File: src/hw/rtl/pwf_pkg.sv
// Shared types, codes and constants for the protobuf wire field parser.
// No dependencies.
package pwf_pkg;

	localparam int LENGTH_BITS = 32;
	localparam int IN_TDATA_W  = 8;
	localparam int OUT_TDATA_W = 112;
	localparam int OUT_TUSER_W = 3;

	localparam logic [2:0] KIND_VARINT  = 3'd0;
	localparam logic [2:0] KIND_HEADER  = 3'd1;
	localparam logic [2:0] KIND_PAYLOAD = 3'd2;
	localparam logic [2:0] KIND_END     = 3'd3;
	localparam logic [2:0] KIND_ERROR   = 3'd4;

	localparam logic [2:0] ERR_NONE       = 3'd0;
	localparam logic [2:0] ERR_ZERO_FIELD = 3'd1;
	localparam logic [2:0] ERR_WIRE_TYPE  = 3'd2;
	localparam logic [2:0] ERR_LONG_VAR   = 3'd3;
	localparam logic [2:0] ERR_TRUNCATED  = 3'd4;
	localparam logic [2:0] ERR_LEN_BIG    = 3'd5;

	localparam logic [2:0] WT_VARINT  = 3'd0;
	localparam logic [2:0] WT_FIXED64 = 3'd1;
	localparam logic [2:0] WT_LEN     = 3'd2;
	localparam logic [2:0] WT_FIXED32 = 3'd5;

	localparam logic [3:0] VARINT_MAX_BYTES = 4'd10;

	typedef struct packed {
		logic [2:0]  kind;
		logic [31:0] tag_num;
		logic [2:0]  wt_code;
		logic [63:0] value;
		logic [7:0]  payload_byte;
		logic        payload_last;
		logic [2:0]  error_code;
	} pwf_result_t;

	typedef struct packed {
		logic [1:0]  count;
		pwf_result_t r0;
		pwf_result_t r1;
	} pwf_pair_t;

	function automatic pwf_result_t mk_result(logic [2:0] kind, logic [31:0] fnum,
			logic [2:0] wtype, logic [63:0] value, logic [7:0] pbyte, logic plast,
			logic [2:0] err);
		pwf_result_t r;
		r.kind         = kind;
		r.tag_num      = fnum;
		r.wt_code      = wtype;
		r.value        = value;
		r.payload_byte = pbyte;
		r.payload_last = plast;
		r.error_code   = err;
		return r;
	endfunction

	function automatic pwf_result_t end_result();
		return mk_result(KIND_END, '0, '0, '0, '0, 1'b0, ERR_NONE);
	endfunction

endpackage

File: src/hw/rtl/pwf_decode.sv
// Decode state and per-byte decode logic: key, varint, length and payload phases.
// Depends on: pwf_pkg.
module pwf_decode (
	input  logic              clk,
	input  logic              arst_n,
	input  logic              step,
	input  logic [7:0]        in_byte,
	input  logic              in_final,
	output pwf_pkg::pwf_pair_t pair
);
	import pwf_pkg::*;

	localparam logic [1:0] PH_KEY     = 2'd0;
	localparam logic [1:0] PH_VALUE   = 2'd1;
	localparam logic [1:0] PH_LENGTH  = 2'd2;
	localparam logic [1:0] PH_PAYLOAD = 2'd3;

	logic [1:0]             phase_q, phase_n;
	logic [63:0]            acc_q, acc_n;
	logic [3:0]             cnt_q, cnt_n;
	logic [31:0]            fn_q, fn_n;
	logic [2:0]             wt_q, wt_n;
	logic [LENGTH_BITS-1:0] rem_q, rem_n;
	logic                   err_q, err_n;

	logic [6:0]             shamt7;
	logic [63:0]            acc_new;
	logic [3:0]             cnt_new;
	logic [LENGTH_BITS-1:0] rem_dec;
	logic                   last;
	logic                   len_big;
	logic                   err_set;

	assign shamt7  = {3'b000, cnt_q} * 7'd7;
	assign acc_new = acc_q | ({57'd0, in_byte[6:0]} << shamt7[5:0]);
	assign cnt_new = cnt_q + 4'd1;
	assign rem_dec = (rem_q == '0) ? '0 : rem_q - LENGTH_BITS'(1);
	assign last    = (rem_dec == '0);
	assign len_big = ((acc_new >> LENGTH_BITS) != 64'd0);

	always_comb begin
		phase_n = phase_q;
		acc_n   = acc_q;
		cnt_n   = cnt_q;
		fn_n    = fn_q;
		wt_n    = wt_q;
		rem_n   = rem_q;
		err_n   = err_q;
		err_set = 1'b0;
		pair    = '0;
		if (err_q) begin
			pair.count = 2'd0;
		end else if (phase_q == PH_PAYLOAD) begin
			rem_n   = rem_dec;
			pair.r0 = mk_result(KIND_PAYLOAD, fn_q, wt_q, '0, in_byte, last, ERR_NONE);
			pair.count = 2'd1;
			if (last) begin
				phase_n = PH_KEY;
				if (in_final) begin
					pair.r1    = end_result();
					pair.count = 2'd2;
				end
			end else if (in_final) begin
				pair.r1    = mk_result(KIND_ERROR, fn_q, wt_q, '0, '0, 1'b0, ERR_TRUNCATED);
				pair.count = 2'd2;
			end
		end else if (in_byte[7]) begin
			acc_n = acc_new;
			cnt_n = cnt_new;
			if (cnt_new >= VARINT_MAX_BYTES) begin
				pair.r0    = mk_result(KIND_ERROR, fn_q, wt_q, '0, '0, 1'b0, ERR_LONG_VAR);
				pair.count = 2'd1;
				err_set    = 1'b1;
			end else if (in_final) begin
				pair.r0    = mk_result(KIND_ERROR, fn_q, wt_q, '0, '0, 1'b0, ERR_TRUNCATED);
				pair.count = 2'd1;
			end
		end else begin
			acc_n = '0;
			cnt_n = '0;
			case (phase_q)
				PH_KEY: begin
					fn_n = acc_new[34:3];
					wt_n = acc_new[2:0];
					if (fn_n == '0) begin
						pair.r0    = mk_result(KIND_ERROR, fn_n, wt_n, '0, '0, 1'b0,
							ERR_ZERO_FIELD);
						pair.count = 2'd1;
						err_set    = 1'b1;
					end else if (wt_n == WT_VARINT || wt_n == WT_LEN) begin
						phase_n = (wt_n == WT_VARINT) ? PH_VALUE : PH_LENGTH;
						if (in_final) begin
							pair.r0    = mk_result(KIND_ERROR, fn_n, wt_n, '0, '0, 1'b0,
								ERR_TRUNCATED);
							pair.count = 2'd1;
						end
					end else if (wt_n == WT_FIXED64 || wt_n == WT_FIXED32) begin
						rem_n   = (wt_n == WT_FIXED64) ? LENGTH_BITS'(8) : LENGTH_BITS'(4);
						phase_n = PH_PAYLOAD;
						pair.r0 = mk_result(KIND_HEADER, fn_n, wt_n,
							(wt_n == WT_FIXED64) ? 64'd8 : 64'd4, '0, 1'b0, ERR_NONE);
						pair.count = 2'd1;
						if (in_final) begin
							pair.r1    = mk_result(KIND_ERROR, fn_n, wt_n, '0, '0, 1'b0,
								ERR_TRUNCATED);
							pair.count = 2'd2;
						end
					end else begin
						pair.r0    = mk_result(KIND_ERROR, fn_n, wt_n, '0, '0, 1'b0,
							ERR_WIRE_TYPE);
						pair.count = 2'd1;
						err_set    = 1'b1;
					end
				end
				PH_VALUE: begin
					phase_n    = PH_KEY;
					pair.r0    = mk_result(KIND_VARINT, fn_q, wt_q, acc_new, '0, 1'b0,
						ERR_NONE);
					pair.count = 2'd1;
					if (in_final) begin
						pair.r1    = end_result();
						pair.count = 2'd2;
					end
				end
				default: begin
					if (len_big) begin
						pair.r0    = mk_result(KIND_ERROR, fn_q, wt_q, '0, '0, 1'b0,
							ERR_LEN_BIG);
						pair.count = 2'd1;
						err_set    = 1'b1;
					end else begin
						pair.r0    = mk_result(KIND_HEADER, fn_q, wt_q, acc_new, '0, 1'b0,
							ERR_NONE);
						pair.count = 2'd1;
						if (acc_new == 64'd0) begin
							phase_n = PH_KEY;
							if (in_final) begin
								pair.r1    = end_result();
								pair.count = 2'd2;
							end
						end else begin
							rem_n   = acc_new[LENGTH_BITS-1:0];
							phase_n = PH_PAYLOAD;
							if (in_final) begin
								pair.r1    = mk_result(KIND_ERROR, fn_q, wt_q, '0, '0,
									1'b0, ERR_TRUNCATED);
								pair.count = 2'd2;
							end
						end
					end
				end
			endcase
		end
		if (err_set) begin
			err_n = 1'b1;
		end
		// return to reset state at end of message
		if (in_final) begin
			phase_n = PH_KEY;
			acc_n   = '0;
			cnt_n   = '0;
			fn_n    = '0;
			wt_n    = '0;
			rem_n   = '0;
			err_n   = 1'b0;
		end
	end

	always_ff @(posedge clk or negedge arst_n) begin
		if (!arst_n) begin
			phase_q <= PH_KEY;
			acc_q   <= '0;
			cnt_q   <= '0;
			fn_q    <= '0;
			wt_q    <= '0;
			rem_q   <= '0;
			err_q   <= 1'b0;
		end else if (step) begin
			phase_q <= phase_n;
			acc_q   <= acc_n;
			cnt_q   <= cnt_n;
			fn_q    <= fn_n;
			wt_q    <= wt_n;
			rem_q   <= rem_n;
			err_q   <= err_n;
		end
	end

endmodule

File: src/hw/rtl/pwf_out_buf.sv
// Two-entry result register: holds up to two results of one byte, emits in order.
// Depends on: pwf_pkg.
module pwf_out_buf (
	input  logic                 clk,
	input  logic                 arst_n,
	input  logic                 load,
	input  pwf_pkg::pwf_pair_t   pair,
	output logic                 can_load,
	output logic                 out_valid,
	input  logic                 out_ready,
	output pwf_pkg::pwf_result_t out_res
);
	import pwf_pkg::*;

	pwf_result_t head_q, tail_q;
	logic        head_vld_q, tail_vld_q;
	logic        take;

	assign take      = head_vld_q && out_ready;
	assign can_load  = !head_vld_q || (!tail_vld_q && out_ready);
	assign out_valid = head_vld_q;
	assign out_res   = head_q;

	always_ff @(posedge clk or negedge arst_n) begin
		if (!arst_n) begin
			head_vld_q <= 1'b0;
			tail_vld_q <= 1'b0;
		end else if (load) begin
			head_vld_q <= 1'b1;
			tail_vld_q <= (pair.count == 2'd2);
		end else if (take) begin
			head_vld_q <= tail_vld_q;
			tail_vld_q <= 1'b0;
		end
	end

	always_ff @(posedge clk) begin
		if (load) begin
			head_q <= pair.r0;
			tail_q <= pair.r1;
		end else if (take) begin
			head_q <= tail_q;
		end
	end

endmodule

File: src/hw/rtl/protobuf_wire_field_parser_core.sv
// Protobuf wire-format field parser, one message byte per transfer.
// Input bytes are registered, decoded, then held in the result register.
// Throughput: 1 byte per cycle while m_axis_tready is high; a byte yielding
// two results holds the input while the two-entry result register drains.
// Reset: arst_n clears decode state and all valid flags asynchronously.
module protobuf_wire_field_parser_core (
	input  logic                                clk,
	input  logic                                arst_n,
	input  logic                                s_axis_tvalid,
	output logic                                s_axis_tready,
	input  logic [pwf_pkg::IN_TDATA_W-1:0]      s_axis_tdata,  // [7:0] data_byte
	input  logic                                s_axis_tlast,  // final_byte
	output logic                                m_axis_tvalid,
	input  logic                                m_axis_tready,
	// [31:0] tag_num, [34:32] wt_code, [98:35] value,
	// [106:99] payload_byte, [109:107] error_code, [111:110] zero
	output logic [pwf_pkg::OUT_TDATA_W-1:0]     m_axis_tdata,
	output logic                                m_axis_tlast,  // payload_last
	output logic [pwf_pkg::OUT_TUSER_W-1:0]     m_axis_tuser   // [2:0] kind
);
	import pwf_pkg::*;

	logic        s1_vld_q;
	logic [7:0]  byte_s1;
	logic        final_s1;
	logic        step;
	logic        can_load;
	logic        buf_load;
	pwf_pair_t   pair;
	pwf_result_t res;

	assign step          = s1_vld_q && ((pair.count == 2'd0) || can_load);
	assign buf_load      = step && (pair.count != 2'd0);
	assign s_axis_tready = !s1_vld_q || step;

	always_ff @(posedge clk or negedge arst_n) begin
		if (!arst_n) begin
			s1_vld_q <= 1'b0;
		end else if (s_axis_tready) begin
			s1_vld_q <= s_axis_tvalid;
		end
	end

	always_ff @(posedge clk) begin
		if (s_axis_tvalid && s_axis_tready) begin
			byte_s1  <= s_axis_tdata;
			final_s1 <= s_axis_tlast;
		end
	end

	pwf_decode u_decode (
		.clk      (clk),
		.arst_n   (arst_n),
		.step     (step),
		.in_byte  (byte_s1),
		.in_final (final_s1),
		.pair     (pair)
	);

	pwf_out_buf u_out_buf (
		.clk       (clk),
		.arst_n    (arst_n),
		.load      (buf_load),
		.pair      (pair),
		.can_load  (can_load),
		.out_valid (m_axis_tvalid),
		.out_ready (m_axis_tready),
		.out_res   (res)
	);

	assign m_axis_tuser = res.kind;
	assign m_axis_tlast = res.payload_last;
	assign m_axis_tdata = {2'b00, res.error_code, res.payload_byte, res.value,
		res.wt_code, res.tag_num};

endmodule

File: config.mk
export PLATFORM = sky130hd
export DESIGN_NAME = protobuf_wire_field_parser_core
export DESIGN_NICKNAME = d
export VERILOG_FILES = /design/src/hw/rtl/pwf_pkg.sv /design/src/hw/rtl/pwf_decode.sv /design/src/hw/rtl/pwf_out_buf.sv /design/src/hw/rtl/protobuf_wire_field_parser_core.sv
export SDC_FILE = /design/constraint.sdc
export NUM_CORES = 1
export LEC_CHECK = 0
export BUFFER_PORTS_ARGS = -buffer_cell sky130_fd_sc_hd__buf_2
export CORE_ASPECT_RATIO = 1.25
export CORE_UTILIZATION = 45
export DETAILED_ROUTE_END_ITERATION = 8
export SYNTH_ARGS = -nofsm -noshare
export SYNTH_HDL_FRONTEND = slang
export SYNTH_SLANG_ARGS = --single-unit
File: constraint.sdc
create_clock -name clk -period 17.72 [get_ports clk]
set_input_delay 1.772 -clock clk [delete_from_list [all_inputs] [get_ports clk]]
set_output_delay 1.772 -clock clk [all_outputs]
set_load 0.05 [all_outputs]
==> impl_summary.txt, run 1 <==
----------------------------------------------------
[CTS]
  Total number of clock tree sinks ... 301
  Clock slew at the register clock pins of the worst setup and hold paths ... 0.06 ns
  TritonCTS clock tree ... done
  CTS H-tree lvls ... 1
  Clock latency of the later-clocked register in the worst-skew pair ... 0.60 ns
  PostCTS Resize Cnt ... 0
  Clock root buffer ... sky130_fd_sc_hd__clkbuf_16
  CTS max path bufs ... 3
  CTS buffer count ... 31
  Count of hold-fix buffers inserted at cts ... 0
  Buffers inserted during post-CTS setup optimization ... 0

[Timing]
  Number of max-slew violations in the final report ... 0
  Relative max-transition margin ... 20.9%
  Transition time of the tightest slew-check pin ... 1.18 ns
  Final Skew ... 0.0139 ns
  Final clock period utilization by the worst path ... 51.9%
  PnR worst setup slack ... 8.53 ns
  Setup TNS ... 0 ns
  Fmax ... 109 MHz
  Setup repair after global routing missed its margin ... false
  Final period demand of the worst path ... 9.19 ns
  Number of hold violations in the final report ... 0
  Final setup violating endpoints ... 0

[Die]
  Die boundary height ... 210 um
  Initial standard-cell utilization of the core ... 46.1%
  Number of top-level pins ... 131
  Core area ... 33900 um^2
  Die Area ... 35500 um^2
  Standard-cell row count ... 75
  Die width ... 169 um

[Logic synthesis]
  FF+latch count, synth ... 301
  Most used flip-flop cell after synthesis ... sky130_fd_sc_hd__edfxtp_1
  Post-synth ARST share ... 46.8%
  Area share of the largest cell type after synthesis ... 30.8%
  Number of unique standard cell types used by synthesis ... 94
  Proportion of synthesized chip area in sequential cells ... 53.4%
  Mean instance size in the synthesized netlist ... 9.80 um^2
  Post-Synthesis Cell Area ... 15600 um^2
  Number of enable flip-flop cells after synthesis ... 160
  Cell types occupying the most area after synthesis ... sky130_fd_sc_hd__edfxtp_1 (31%), sky130_fd_sc_hd__dfrtp_1 (23%), sky130_fd_sc_hd__nor2_1 (5.0%)
  Synth area leader ... sky130_fd_sc_hd__edfxtp_1
  Gate count after technology mapping ... 1593
  Count of synthesis-stage warnings from yosys ... 0

[Critical path]
  CP peak stage delay ... 1.19 ns
  Crit path required time ... 15.95 ns
  Critical-path top delay cell ... sky130_fd_sc_hd__fa_1
  Most frequent cell on the critical path ... sky130_fd_sc_hd__inv_1
  Type of origin of the critical path ... register
  Critical setup path kind ... register to primary output
  Critical Path End Type ... primary output
  CP Max Fanout ... 27
  Arrival time at the worst endpoint ... 7.42 ns
  Worst path cell trace ... inv_1 -> fa_1 -> inv_1 -> ha_1 -> inv_1 -> fa_1 -> inv_1 -> or3_1 -> mux2i_2 -> a221oi_1 -> and3_1 -> and4b_1 -> nor4bb_1 -> o211ai_2 -> and3_1 -> inv_1 -> buf_2

[Drt]
  Overall routed net length ... 48.6 mm
  Number of nets still failing antenna checks after routing ... 0
  Residual DRC count ... 0
  Detail-routed via count per cell ... 6.10
  Number of iterations in the first detailed-routing pass ... 6
  Detailed-route wire length per cell ... 22.6 um
  Vias ... 13.1k
  Violation count after the first detailed-routing iteration ... 1286

[Global route]
  Via count of the first global-routing pass ... 12.6k
  Global-route total usage across every layer ... 27.5%
  Pin count of the biggest net entering global routing ... 91
  Global-route layer with the greatest usage ... met2
  GR Layer Usage met1 ... 36.6%
  Wire length of the first global-routing pass ... 75.1 mm
  Met2 Track Usage GR ... 46.0%
  GR Util met3 ... 3.25%
  Antenna violations before repair ... 1
  Leftover overflow at the end of global routing ... 0

[Finish]
  Share of cells above drive strength 1 ... 15.5%
  Fillcell total ... 3084
  # nets final ... 1689
  Area growth from synthesis to layout ... 13.4%
  Highest-count cells in the layout ignoring fill and taps ... sky130_fd_sc_hd__nor2_1 (209), sky130_fd_sc_hd__nand2_1 (207), sky130_fd_sc_hd__edfxtp_1 (160), sky130_fd_sc_hd__dfrtp_1 (141), sky130_fd_sc_hd__buf_2 (127)
  Most frequent standard cell in the layout excluding fill and tap cells ... sky130_fd_sc_hd__nor2_1

[Run]
  Max Cap Violations ... 0

[Worst hold path]
  Class of the worst hold path ... register to register

[Pwr]
  Pwr/cell area ... 219 nW/um^2
  Static Leak ... 6.95 nW
  VDD IR max ... 0.0980 mV

[Placement]
  Post-Place Setup Slack ... 9.31 ns
  Detail Placement HPWL ... 32.6 mm
  Count of buffers inserted at the top-level ports ... 128
  Final RePlAce weighted congestion ... 0.954

[Outcome]
  Result of the run ... completed

----------------------------------------------------
==> cell usage after synthesis, types with 10 or more instances <==
master / n
sky130_fd_sc_hd__o311ai_0: 16
sky130_fd_sc_hd__buf_2: 32
sky130_fd_sc_hd__o32ai_1: 12
sky130_fd_sc_hd__or2_2: 12
sky130_fd_sc_hd__nor3_1: 16
sky130_fd_sc_hd__and3_1: 21
sky130_fd_sc_hd__nor4_1: 22
sky130_fd_sc_hd__dfrtp_1: 141
sky130_fd_sc_hd__o22ai_1: 17
sky130_fd_sc_hd__a21oi_1: 116
sky130_fd_sc_hd__a31oi_1: 15
sky130_fd_sc_hd__and2_1: 10
sky130_fd_sc_hd__nand2_1: 208
sky130_fd_sc_hd__inv_1: 23
sky130_fd_sc_hd__nand4_1: 10
sky130_fd_sc_hd__o31ai_1: 68
sky130_fd_sc_hd__nor2_1: 210
sky130_fd_sc_hd__o21ai_0: 105
sky130_fd_sc_hd__edfxtp_1: 160
sky130_fd_sc_hd__clkbuf_1: 71
sky130_fd_sc_hd__or4_1: 11
sky130_fd_sc_hd__a22o_1: 22
sky130_fd_sc_hd__nor2b_1: 10
sky130_fd_sc_hd__nand3_1: 54
sky130_fd_sc_hd__mux2_2: 15
==> routing by layer <==
metal	wire length [um]	vias up
li1	-	6024
met1	19900	6446
met2	23900	549
met3	3020	111
met4	1720	0
met5	0	-
==> sequential cells by signal (all words and copies together) (netlist names) <==
name / cells
u_decode.wt_q: 3
u_out_buf.out_res: 114
u_decode.cnt_q: 4
u_decode.err_q: 1
s1_vld_q: 1
final_s1: 1
u_out_buf.tail_q: 37
u_decode.rem_q: 32
u_out_buf.tail_vld_q: 1
u_decode.fn_q: 32
u_out_buf.out_valid: 1
u_decode.acc_q: 64
byte_s1: 8
u_decode.phase_q: 2
==> worst max-delay path: cells and delay by family (launching register included) <==
kind | cells | cell delay, ns
compound gates | 2 | 0.50
simple gates | 5 | 1.97
fa+ha+maj | 3 | 1.89
buf+inv | 6 | 1.13
mux | 1 | 0.46
flops | 1 | 0.87
==> report_power, final <==
part | internal (W) | total (W) | switching, W
Sequential | 0.00101 | 0.00115 | 0.000136
Combinational | 0.000476 | 0.00198 | 0.00151
Clock | 0.000458 | 0.000745 | 0.000287
Total | 0.00195 | 0.00388 | 0.00193
==> cell families (layout without fill, tap and decap cells) <==
group                    count (synthesis)  after routing  synth area share, %
AO/OA/AOI/OAI                          461            461                 19.6
XOR/XNOR                                13             13                0.777
adder cells (fa/ha/maj)                 13             13                 1.23
buffers and inverters                  143            237                 4.03
flip-flops                             301            301                 53.4
multiplexers                            28             28                 2.19
other                                    1              3               0.0240
AND/OR/NAND/NOR                        633            633                 18.7
==> stage by stage <==
| stage | hold WS, ns | total power, W | cell area, um^2 | util [%] | instances |
|---|---|---|---|---|---|
| floorplan | 0.449 | 0.00254 | 15600 | - | 1594 |
| global placement | 0.460 | 0.00312 | 16500 | 48.8 | 2092 |
| detailed placement | 0.474 | 0.00312 | 16500 | 48.8 | 2092 |
| CTS | 0.491 | 0.00387 | 17700 | 52.3 | 2150 |
| global route | 0.512 | 0.00406 | 17700 | 52.3 | 2150 |
| finish | 0.486 | 0.00388 | 17700 | 52.3 | 2151 |
==> cell type report <==
type / instances / area, um^2 / share of cell area (%)
clock inverter: 20 / 318 / 1.79
sequential: 301 / 8330 / 47.0
antenna: 1 / 2.50 / 0.0141
clock buffer: 38 / 852 / 4.81
tap: 462 / 578 / 3.26
timing repair buffer: 154 / 842 / 4.75
multi-input combinational: 1150 / 6700 / 37.8
inverter: 25 / 93.8 / 0.530
==> path summary, 6_finish.rpt <==
path	slack, ns	endpoint	depth (start not counted)	from
max	8.53	s_axis_tready	17	u_decode.cnt_q[0]
min	0.49	u_decode.acc_q[50]	2	u_decode.acc_q[50]
max reg2reg	9.18	u_out_buf.out_res[41]	20	u_decode.cnt_q[0]
min reg2reg	0.49	u_decode.acc_q[50]	2	u_decode.acc_q[50]
max in group asynchronous	15.12	u_decode.fn_q[9]	2	arst_n
min in group asynchronous	1.26	u_decode.acc_q[41]	1	arst_n
Power figures use the tool's default switching activity.
==> run 2, diff against run 1 <==
--- a/config.mk
+++ b/config.mk
@@ -5,6 +5,7 @@
 export SDC_FILE = /design/constraint.sdc
 export NUM_CORES = 1
 export LEC_CHECK = 0
+export ABC_AREA = 1
 export BUFFER_PORTS_ARGS = -buffer_cell sky130_fd_sc_hd__buf_2
 export CORE_ASPECT_RATIO = 1.25
 export CORE_UTILIZATION = 45
==> constraint.sdc (replaced) <==
create_clock -name clk -period 9.3 [get_ports clk]
set_input_delay 0.93 -clock clk [delete_from_list [all_inputs] [get_ports clk]]
set_output_delay 0.93 -clock clk [all_outputs]
set_load 0.05 [all_outputs]
==> impl_summary.txt, run 2 <==
----------------------------------------------------
[Drt]
  Residual DRC count ... 0
  Number of nets still failing antenna checks after routing ... 0
  Detailed-route wire length per cell ... 20.5 um
  Number of iterations in the first detailed-routing pass ... 6
  Vias ... 17.5k
  Overall routed net length ... 61.9 mm
  Violation count after the first detailed-routing iteration ... 1722
  Detail-routed via count per cell ... 5.78

[Die]
  Die Area ... 41100 um^2
  Core area ... 39400 um^2
  Die boundary height ... 226 um
  Number of top-level pins ... 131
  Standard-cell row count ... 81
  Initial standard-cell utilization of the core ... 45.9%
  Die width ... 181 um

[Critical path]
  Arrival time at the worst endpoint ... 6.46 ns
  Critical setup path kind ... register to primary output
  Family with the most delay on the worst path ... simple AND/OR/NAND/NOR gates
  Type of origin of the critical path ... register
  Worst reg2reg setup slack ... 2.23 ns
  Critical register-to-register path startpoint ... u_decode.cnt_q[0]
  Critical-path top delay cell ... sky130_fd_sc_hd__fa_1
  CP peak stage delay ... 0.78 ns
  R2R Path End ... u_decode.phase_q[0]
  Number of logic stages on the critical path including buffering ... 23
  Worst path cell trace ... inv_2 -> fa_1 -> inv_1 -> ha_1 -> inv_1 -> fa_1 -> inv_1 -> o21ai_0 -> nand4_1 -> nand2_1 -> inv_1 -> nand2_1 -> nor2_1 -> nand2_1 -> nor2_2 -> nand2_2 -> nand3_1 -> nand2_1 -> nand2_1 -> nand2_1 -> o21bai_4 -> or2_1 -> buf_2
  Termination of the worst setup path ... s_axis_tready
  Crit path required time ... 8.37 ns
  Most frequent cell on the critical path ... sky130_fd_sc_hd__nand2_1
  Critical Path End Type ... primary output
  CP Max Fanout ... 21
  Timing startpoint of the critical path ... u_decode.cnt_q[0]
  Buffering stage count on the worst path with inverters included ... 6
  Worst Reg-to-Reg Cells ... 26

[Timing]
  Final Skew ... 0.0244 ns
  Final setup violating endpoints ... 0
  Transition time of the tightest slew-check pin ... 1.18 ns
  Setup repair after global routing missed its margin ... false
  Final clock period utilization by the worst path ... 79.5%
  Number of hold violations in the final report ... 0
  Number of max-slew violations in the final report ... 0
  Final period demand of the worst path ... 7.39 ns
  Fmax ... 135 MHz
  Setup TNS ... 0 ns
  Relative max-transition margin ... 21.1%

[Placement]
  Post-placement cell area ... 19000 um^2
  Count of buffers inserted at the top-level ports ... 128
  Final RePlAce weighted congestion ... 0.971
  Detail Placement HPWL ... 42.1 mm
  Placed cells ... 2958

[Finish]
  Layout Utilization ... 50.9%
  Highest-count cells in the layout ignoring fill and taps ... sky130_fd_sc_hd__nand2_1 (816), sky130_fd_sc_hd__nor2_1 (301), sky130_fd_sc_hd__nand4_1 (199), sky130_fd_sc_hd__inv_1 (167), sky130_fd_sc_hd__nand3_1 (165)
  Most frequent standard cell in the layout excluding fill and tap cells ... sky130_fd_sc_hd__nand2_1
  Area growth from synthesis to layout ... 10.7%
  Fillcell total ... 3915
  Largest register FFs ... 114
  Post-Layout Inst Area ... 20100 um^2
  # nets final ... 2522
  Share of cells above drive strength 1 ... 10.4%
  Layout Cells excl Fill ... 3021

[Logic synthesis]
  Number of unique standard cell types used by synthesis ... 43
  FF+latch count, synth ... 301
  Mean instance size in the synthesized netlist ... 7.36 um^2
  Count of synthesis-stage warnings from yosys ... 0
  Gate count after technology mapping ... 2462
  Most common cell in the netlist ... sky130_fd_sc_hd__nand2_1
  Area share of the largest cell type after synthesis ... 26.5%
  Leading post-synthesis cells by instance count ... sky130_fd_sc_hd__nand2_1 (817), sky130_fd_sc_hd__nor2_1 (305), sky130_fd_sc_hd__nand4_1 (199), sky130_fd_sc_hd__inv_1 (168), sky130_fd_sc_hd__nand3_1 (166)
  Proportion of synthesized chip area in sequential cells ... 46.0%
  Most used flip-flop cell after synthesis ... sky130_fd_sc_hd__edfxtp_1
  Post-Synthesis Cell Area ... 18100 um^2
  Cell types occupying the most area after synthesis ... sky130_fd_sc_hd__edfxtp_1 (27%), sky130_fd_sc_hd__dfrtp_1 (19%), sky130_fd_sc_hd__nand2_1 (17%)
  Number of enable flip-flop cells after synthesis ... 160
  Post-synth ARST share ... 46.8%
  Synth area leader ... sky130_fd_sc_hd__edfxtp_1

[Global route]
  Leftover overflow at the end of global routing ... 0
  Via count of the first global-routing pass ... 16.3k
  Pin count of the biggest net entering global routing ... 89
  Antenna violations before repair ... 1
  Global-route total usage across every layer ... 30.4%
  Wire length of the first global-routing pass ... 96.9 mm

[CTS]
  Count of hold-fix buffers inserted at cts ... 0
  Total number of clock tree sinks ... 301
  Clock root buffer ... sky130_fd_sc_hd__clkbuf_16
  CTS max path bufs ... 3
  Clock latency of the later-clocked register in the worst-skew pair ... 0.54 ns
  Buffers inserted during post-CTS setup optimization ... 0
  CTS buffer count ... 34
  Clock slew at the register clock pins of the worst setup and hold paths ... 0.05 ns
  CTS H-tree lvls ... 2
  TritonCTS clock tree ... done
  PostCTS Resize Cnt ... 0

[Pwr]
  Pwr/cell area ... 412 nW/um^2
  VDD IR max ... 0.236 mV
  Static Leak ... 9.43 nW

[Worst hold path]
  Class of the worst hold path ... register to register

[Outcome]
  Result of the run ... completed

[Run]
  Max Cap Violations ... 0

----------------------------------------------------
-- run 2: cell count changes in the layout (fill, tap and decap cells not counted), moves of 67 or more --
| cell | change |
|---|---|
| sky130_fd_sc_hd__nand2_1 | +609 |
| sky130_fd_sc_hd__nand4_1 | +189 |
| sky130_fd_sc_hd__inv_1 | +144 |
| sky130_fd_sc_hd__nand3_1 | +112 |
| sky130_fd_sc_hd__nor2_1 | +92 |
| sky130_fd_sc_hd__o31ai_1 | -67 |
-- run 2: cell type report --
cell class	instances	area, um^2	area share (%)
Multi-Input combinational cell	1811	8400	41.9
Sequential cell	301	8340	41.6
Clock buffer	42	901	4.49
Timing Repair Buffer	161	895	4.46
Inverter	187	702	3.50
Tap cell	498	623	3.11
Clock inverter	20	191	0.955
Antenna cell	1	2.50	0.0125
-- run 2: worst min-delay path by stage --
stage                                  start                 end  slack (ns)  cells past startpoint
after global placement    u_decode.acc_q[43]  u_decode.acc_q[43]        0.45                      2
after detailed placement   u_decode.acc_q[6]   u_decode.acc_q[6]        0.45                      2
after floorplan            u_decode.acc_q[6]   u_decode.acc_q[6]        0.43                      2
after global routing      u_decode.acc_q[46]  u_decode.acc_q[46]        0.48                      2
after CTS                 u_decode.acc_q[46]  u_decode.acc_q[46]        0.47                      2
final                     u_decode.acc_q[46]  u_decode.acc_q[46]        0.47                      2
-- run 2: cell families after synthesis --
logic type               Yosys count  synth area share (%)
AND/OR/NAND/NOR                 1525                  36.0
buffers and inverters            351                  7.99
flip-flops                       301                  46.0
AO/OA/AOI/OAI                    259                  8.30
adder cells (fa/ha/maj)           13                  1.06
XOR/XNOR                          12                 0.622
other                              1                0.0207
-- run 2: power by group --
part / total, W / switching [W] / internal [W]
Combinational: 0.00481 / 0.00377 / 0.00103
Sequential: 0.00211 / 0.000211 / 0.00190
Clock: 0.00135 / 0.000576 / 0.000777
-- run 2: worst min-delay path: cells and delay by family, from the launching register on --
kind	cells	cell delay (ns)
flops	1	0.34
simple gates	2	0.10
-- run 2: through the flow --
| stage | setup WS, ns | hold slack, ns | total power, W |
|---|---|---|---|
| 2_1_floorplan | 2.48 | 0.433 | 0.00550 |
| 3_3_place_gp | 2.39 | 0.448 | 0.00687 |
| 3_5_place_dp | 2.30 | 0.453 | 0.00689 |
| 4_1_cts | 1.98 | 0.472 | 0.00825 |
| 5_1_grt | 1.45 | 0.483 | 0.00879 |
| 6_report | 1.91 | 0.468 | 0.00827 |
-- run 2: routing by layer --
| metal | vias to the layer above | track usage, % | wire length [um] |
|---|---|---|---|
| met4 | 0 | 12.6 | 2400 |
| li1 | 8292 | - | - |
| met1 | 8283 | 41.2 | 26400 |
| met2 | 740 | 49.2 | 29000 |
| met3 | 140 | 3.81 | 4080 |
| met5 | - | 0 | 0 |
==> run 3, diff against run 2 <==
==> constraint.sdc (replaced) <==
create_clock -name clk -period 6.6 [get_ports clk]
set_input_delay 0.66 -clock clk [delete_from_list [all_inputs] [get_ports clk]]
set_output_delay 0.66 -clock clk [all_outputs]
set_load 0.05 [all_outputs]
==> impl_summary.txt, run 3 (synthesized netlist as in run 2, its figures left out) <==
----------------------------------------------------
[Finish]
  Highest-count cells in the layout ignoring fill and taps ... sky130_fd_sc_hd__nand2_1 (816), sky130_fd_sc_hd__nor2_1 (301), sky130_fd_sc_hd__nand4_1 (199), sky130_fd_sc_hd__inv_1 (166), sky130_fd_sc_hd__nand3_1 (165)
  Fillcell total ... 3888
  Area growth from synthesis to layout ... 12.5%
  Share of cells above drive strength 1 ... 11.6%
  Layout Cells excl Fill ... 3048
  Layout Utilization ... 51.7%
  Post-Layout Inst Area ... 20400 um^2
  Most frequent standard cell in the layout excluding fill and tap cells ... sky130_fd_sc_hd__nand2_1
  Multi-input combinational cell area ... 8390 um^2
  Sequential cell area ... 8340 um^2
  Largest register FFs ... 114
  # nets final ... 2551
  ANT cells ... 0

[Critical path]
  Worst reg2reg setup slack ... 0.78 ns
  Critical register-to-register path startpoint ... u_decode.cnt_q[1]
  Arrival time at the worst endpoint ... 5.64 ns
  CP peak stage delay ... 0.69 ns
  Critical setup path kind ... register to primary output
  CP Max Fanout ... 11
  R2R Path End ... u_decode.phase_q[1]
  Worst Reg-to-Reg Cells ... 27
  Most frequent cell on the critical path ... sky130_fd_sc_hd__nand2_1
  Crit path required time ... 5.94 ns
  Critical Path End Type ... primary output
  Type of origin of the critical path ... register
  Critical-path top delay cell ... sky130_fd_sc_hd__fa_1
  Worst path cell trace ... inv_1 -> fa_1 -> inv_1 -> ha_1 -> inv_1 -> fa_1 -> clkinvlp_4 -> nand4_1 -> nand2_1 -> nand3_1 -> nand2_1 -> inv_1 -> nand2_1 -> nor2_1 -> nand2_1 -> nor2_2 -> nand2_2 -> nand3_1 -> nand2_1 -> nand2_1 -> nand2_1 -> o21bai_4 -> or2_1 -> buf_2

[Drt]
  Detail-routed via count per cell ... 5.81
  Detailed-route wire length per cell ... 20.7 um
  Residual DRC count ... 0
  Vias ... 17.7k
  Overall routed net length ... 63.2 mm
  Violation count after the first detailed-routing iteration ... 1838
  Number of iterations in the first detailed-routing pass ... 6
  Number of nets still failing antenna checks after routing ... 0

[Pwr]
  Pwr/cell area ... 586 nW/um^2
  Static Leak ... 9.61 nW
  VDD IR max ... 0.366 mV
  Overall power of the completed layout ... 0.0119 W

[Global route]
  Pin count of the biggest net entering global routing ... 93
  Wire length of the first global-routing pass ... 97.6 mm
  Global-route total usage across every layer ... 30.6%
  Antenna violations before repair ... 0
  Via count of the first global-routing pass ... 16.5k
  Leftover overflow at the end of global routing ... 0

[Die]
  Die width ... 181 um
  Initial standard-cell utilization of the core ... 45.9%
  Standard-cell row count ... 81
  Die Area ... 41100 um^2
  Core area ... 39400 um^2
  Number of top-level pins ... 131
  Die boundary height ... 226 um

[Timing]
  Final clock period utilization by the worst path ... 95.4%
  Setup repair after global routing missed its margin ... false
  Fmax ... 159 MHz
  Transition time of the tightest slew-check pin ... 1.13 ns
  Number of hold violations in the final report ... 0
  Number of max-slew violations in the final report ... 0
  Final setup violating endpoints ... 0
  Final Skew ... 0.0291 ns
  Final period demand of the worst path ... 6.30 ns
  Relative max-transition margin ... 24.7%
  Setup TNS ... 0 ns

[CTS]
  CTS buffer count ... 34
  Total number of clock tree sinks ... 301
  Clock latency of the later-clocked register in the worst-skew pair ... 0.55 ns
  CTS max path bufs ... 3
  CTS H-tree lvls ... 2
  Clock slew at the register clock pins of the worst setup and hold paths ... 0.06 ns
  TritonCTS clock tree ... done
  Clock root buffer ... sky130_fd_sc_hd__clkbuf_16

[Placement]
  Final RePlAce weighted congestion ... 0.975
  Detail Placement HPWL ... 43.4 mm
  Placed cells ... 2986
  Count of buffers inserted at the top-level ports ... 128
  Post-placement cell area ... 19200 um^2

[Worst hold path]
  Class of the worst hold path ... input port to asynchronous set/reset pin

[Run]
  Max Cap Violations ... 0

[Outcome]
  Result of the run ... completed

----------------------------------------------------
-- run 3: cell count changes in the layout (fill, tap and decap cells not counted), moves of 3 or more --
cell | previous run | this run
sky130_fd_sc_hd__clkbuf_16 | 34 | 37
sky130_fd_sc_hd__buf_12 | 0 | 4
sky130_fd_sc_hd__clkbuf_1 | 6 | 9
sky130_fd_sc_hd__buf_4 | 33 | 57
sky130_fd_sc_hd__clkinv_1 | 10 | 5
-- run 3: worst max-delay path by stage --
| stage | startpoint | end | slack (ns) | depth (start not counted) |
|---|---|---|---|---|
| after floorplan | u_decode.cnt_q[1] | u_out_buf.out_res[0] | 0.93 | 24 |
| after CTS | u_decode.cnt_q[0] | s_axis_tready | 0.20 | 23 |
| final | u_decode.cnt_q[1] | s_axis_tready | 0.30 | 24 |
| after detailed placement | u_decode.cnt_q[0] | final_s1 | 0.77 | 24 |
| after global placement | u_decode.cnt_q[0] | s_axis_tready | 0.83 | 23 |
| after global routing | u_decode.cnt_q[0] | s_axis_tready | 0.04 | 24 |
-- run 3: cell type report --
type / count / share of cell area (%)
repair inverters: 1 / 0.0246
well taps: 498 / 3.06
clock buffers: 48 / 4.84
multi-input cells: 1811 / 41.2
inverters: 187 / 3.46
repair buffers: 189 / 5.67
flip-flops and latches: 301 / 40.9
clock inverters: 13 / 0.841
-- run 3: power breakdown --
group	leakage (nW)	switching [W]	internal [W]
clock	0.563	0.000809	0.00120
sequential	3.50	0.000285	0.00267
combinational	5.54	0.00537	0.00161
-- run 3: per-stage QoR --
stage	hold WS [ns]	setup slack, ns
2_1_floorplan	0.364	0.929
3_3_place_gp	0.449	0.835
3_5_place_dp	0.452	0.771
4_1_cts	0.265	0.199
5_1_grt	0.285	0.0439
6_report	0.235	0.304
-- run 3: what timing repair did --
action | 4_1_cts | 5_1_grt
hold endpoints to repair | 0 | 0
hold buffers | 0 | 0
buffers inserted | 0 | 0
resized for setup | 0 | 2
endpoints found under the setup margin | 0 | 1
-- run 3: worst max-delay path: cells and delay by family, from the launching register on --
family	cells	cell delay, ns
and+or+nand+nor	14	2.03
adders and majority gates	3	1.31
buffers and inverters	6	1.03
DFF	1	0.49
AOI/OAI and AO/OA	1	0.23
-- run 3: layer usage --
| metal | routed length [um] | vias to the layer above | track usage (%) |
|---|---|---|---|
| met5 | 0 | - | 0 |
| met4 | 2480 | 0 | 12.7 |
| met3 | 4300 | 152 | 4.67 |
| met2 | 30200 | 799 | 51.3 |
| met1 | 26200 | 8411 | 39.3 |
| li1 | - | 8341 | - |
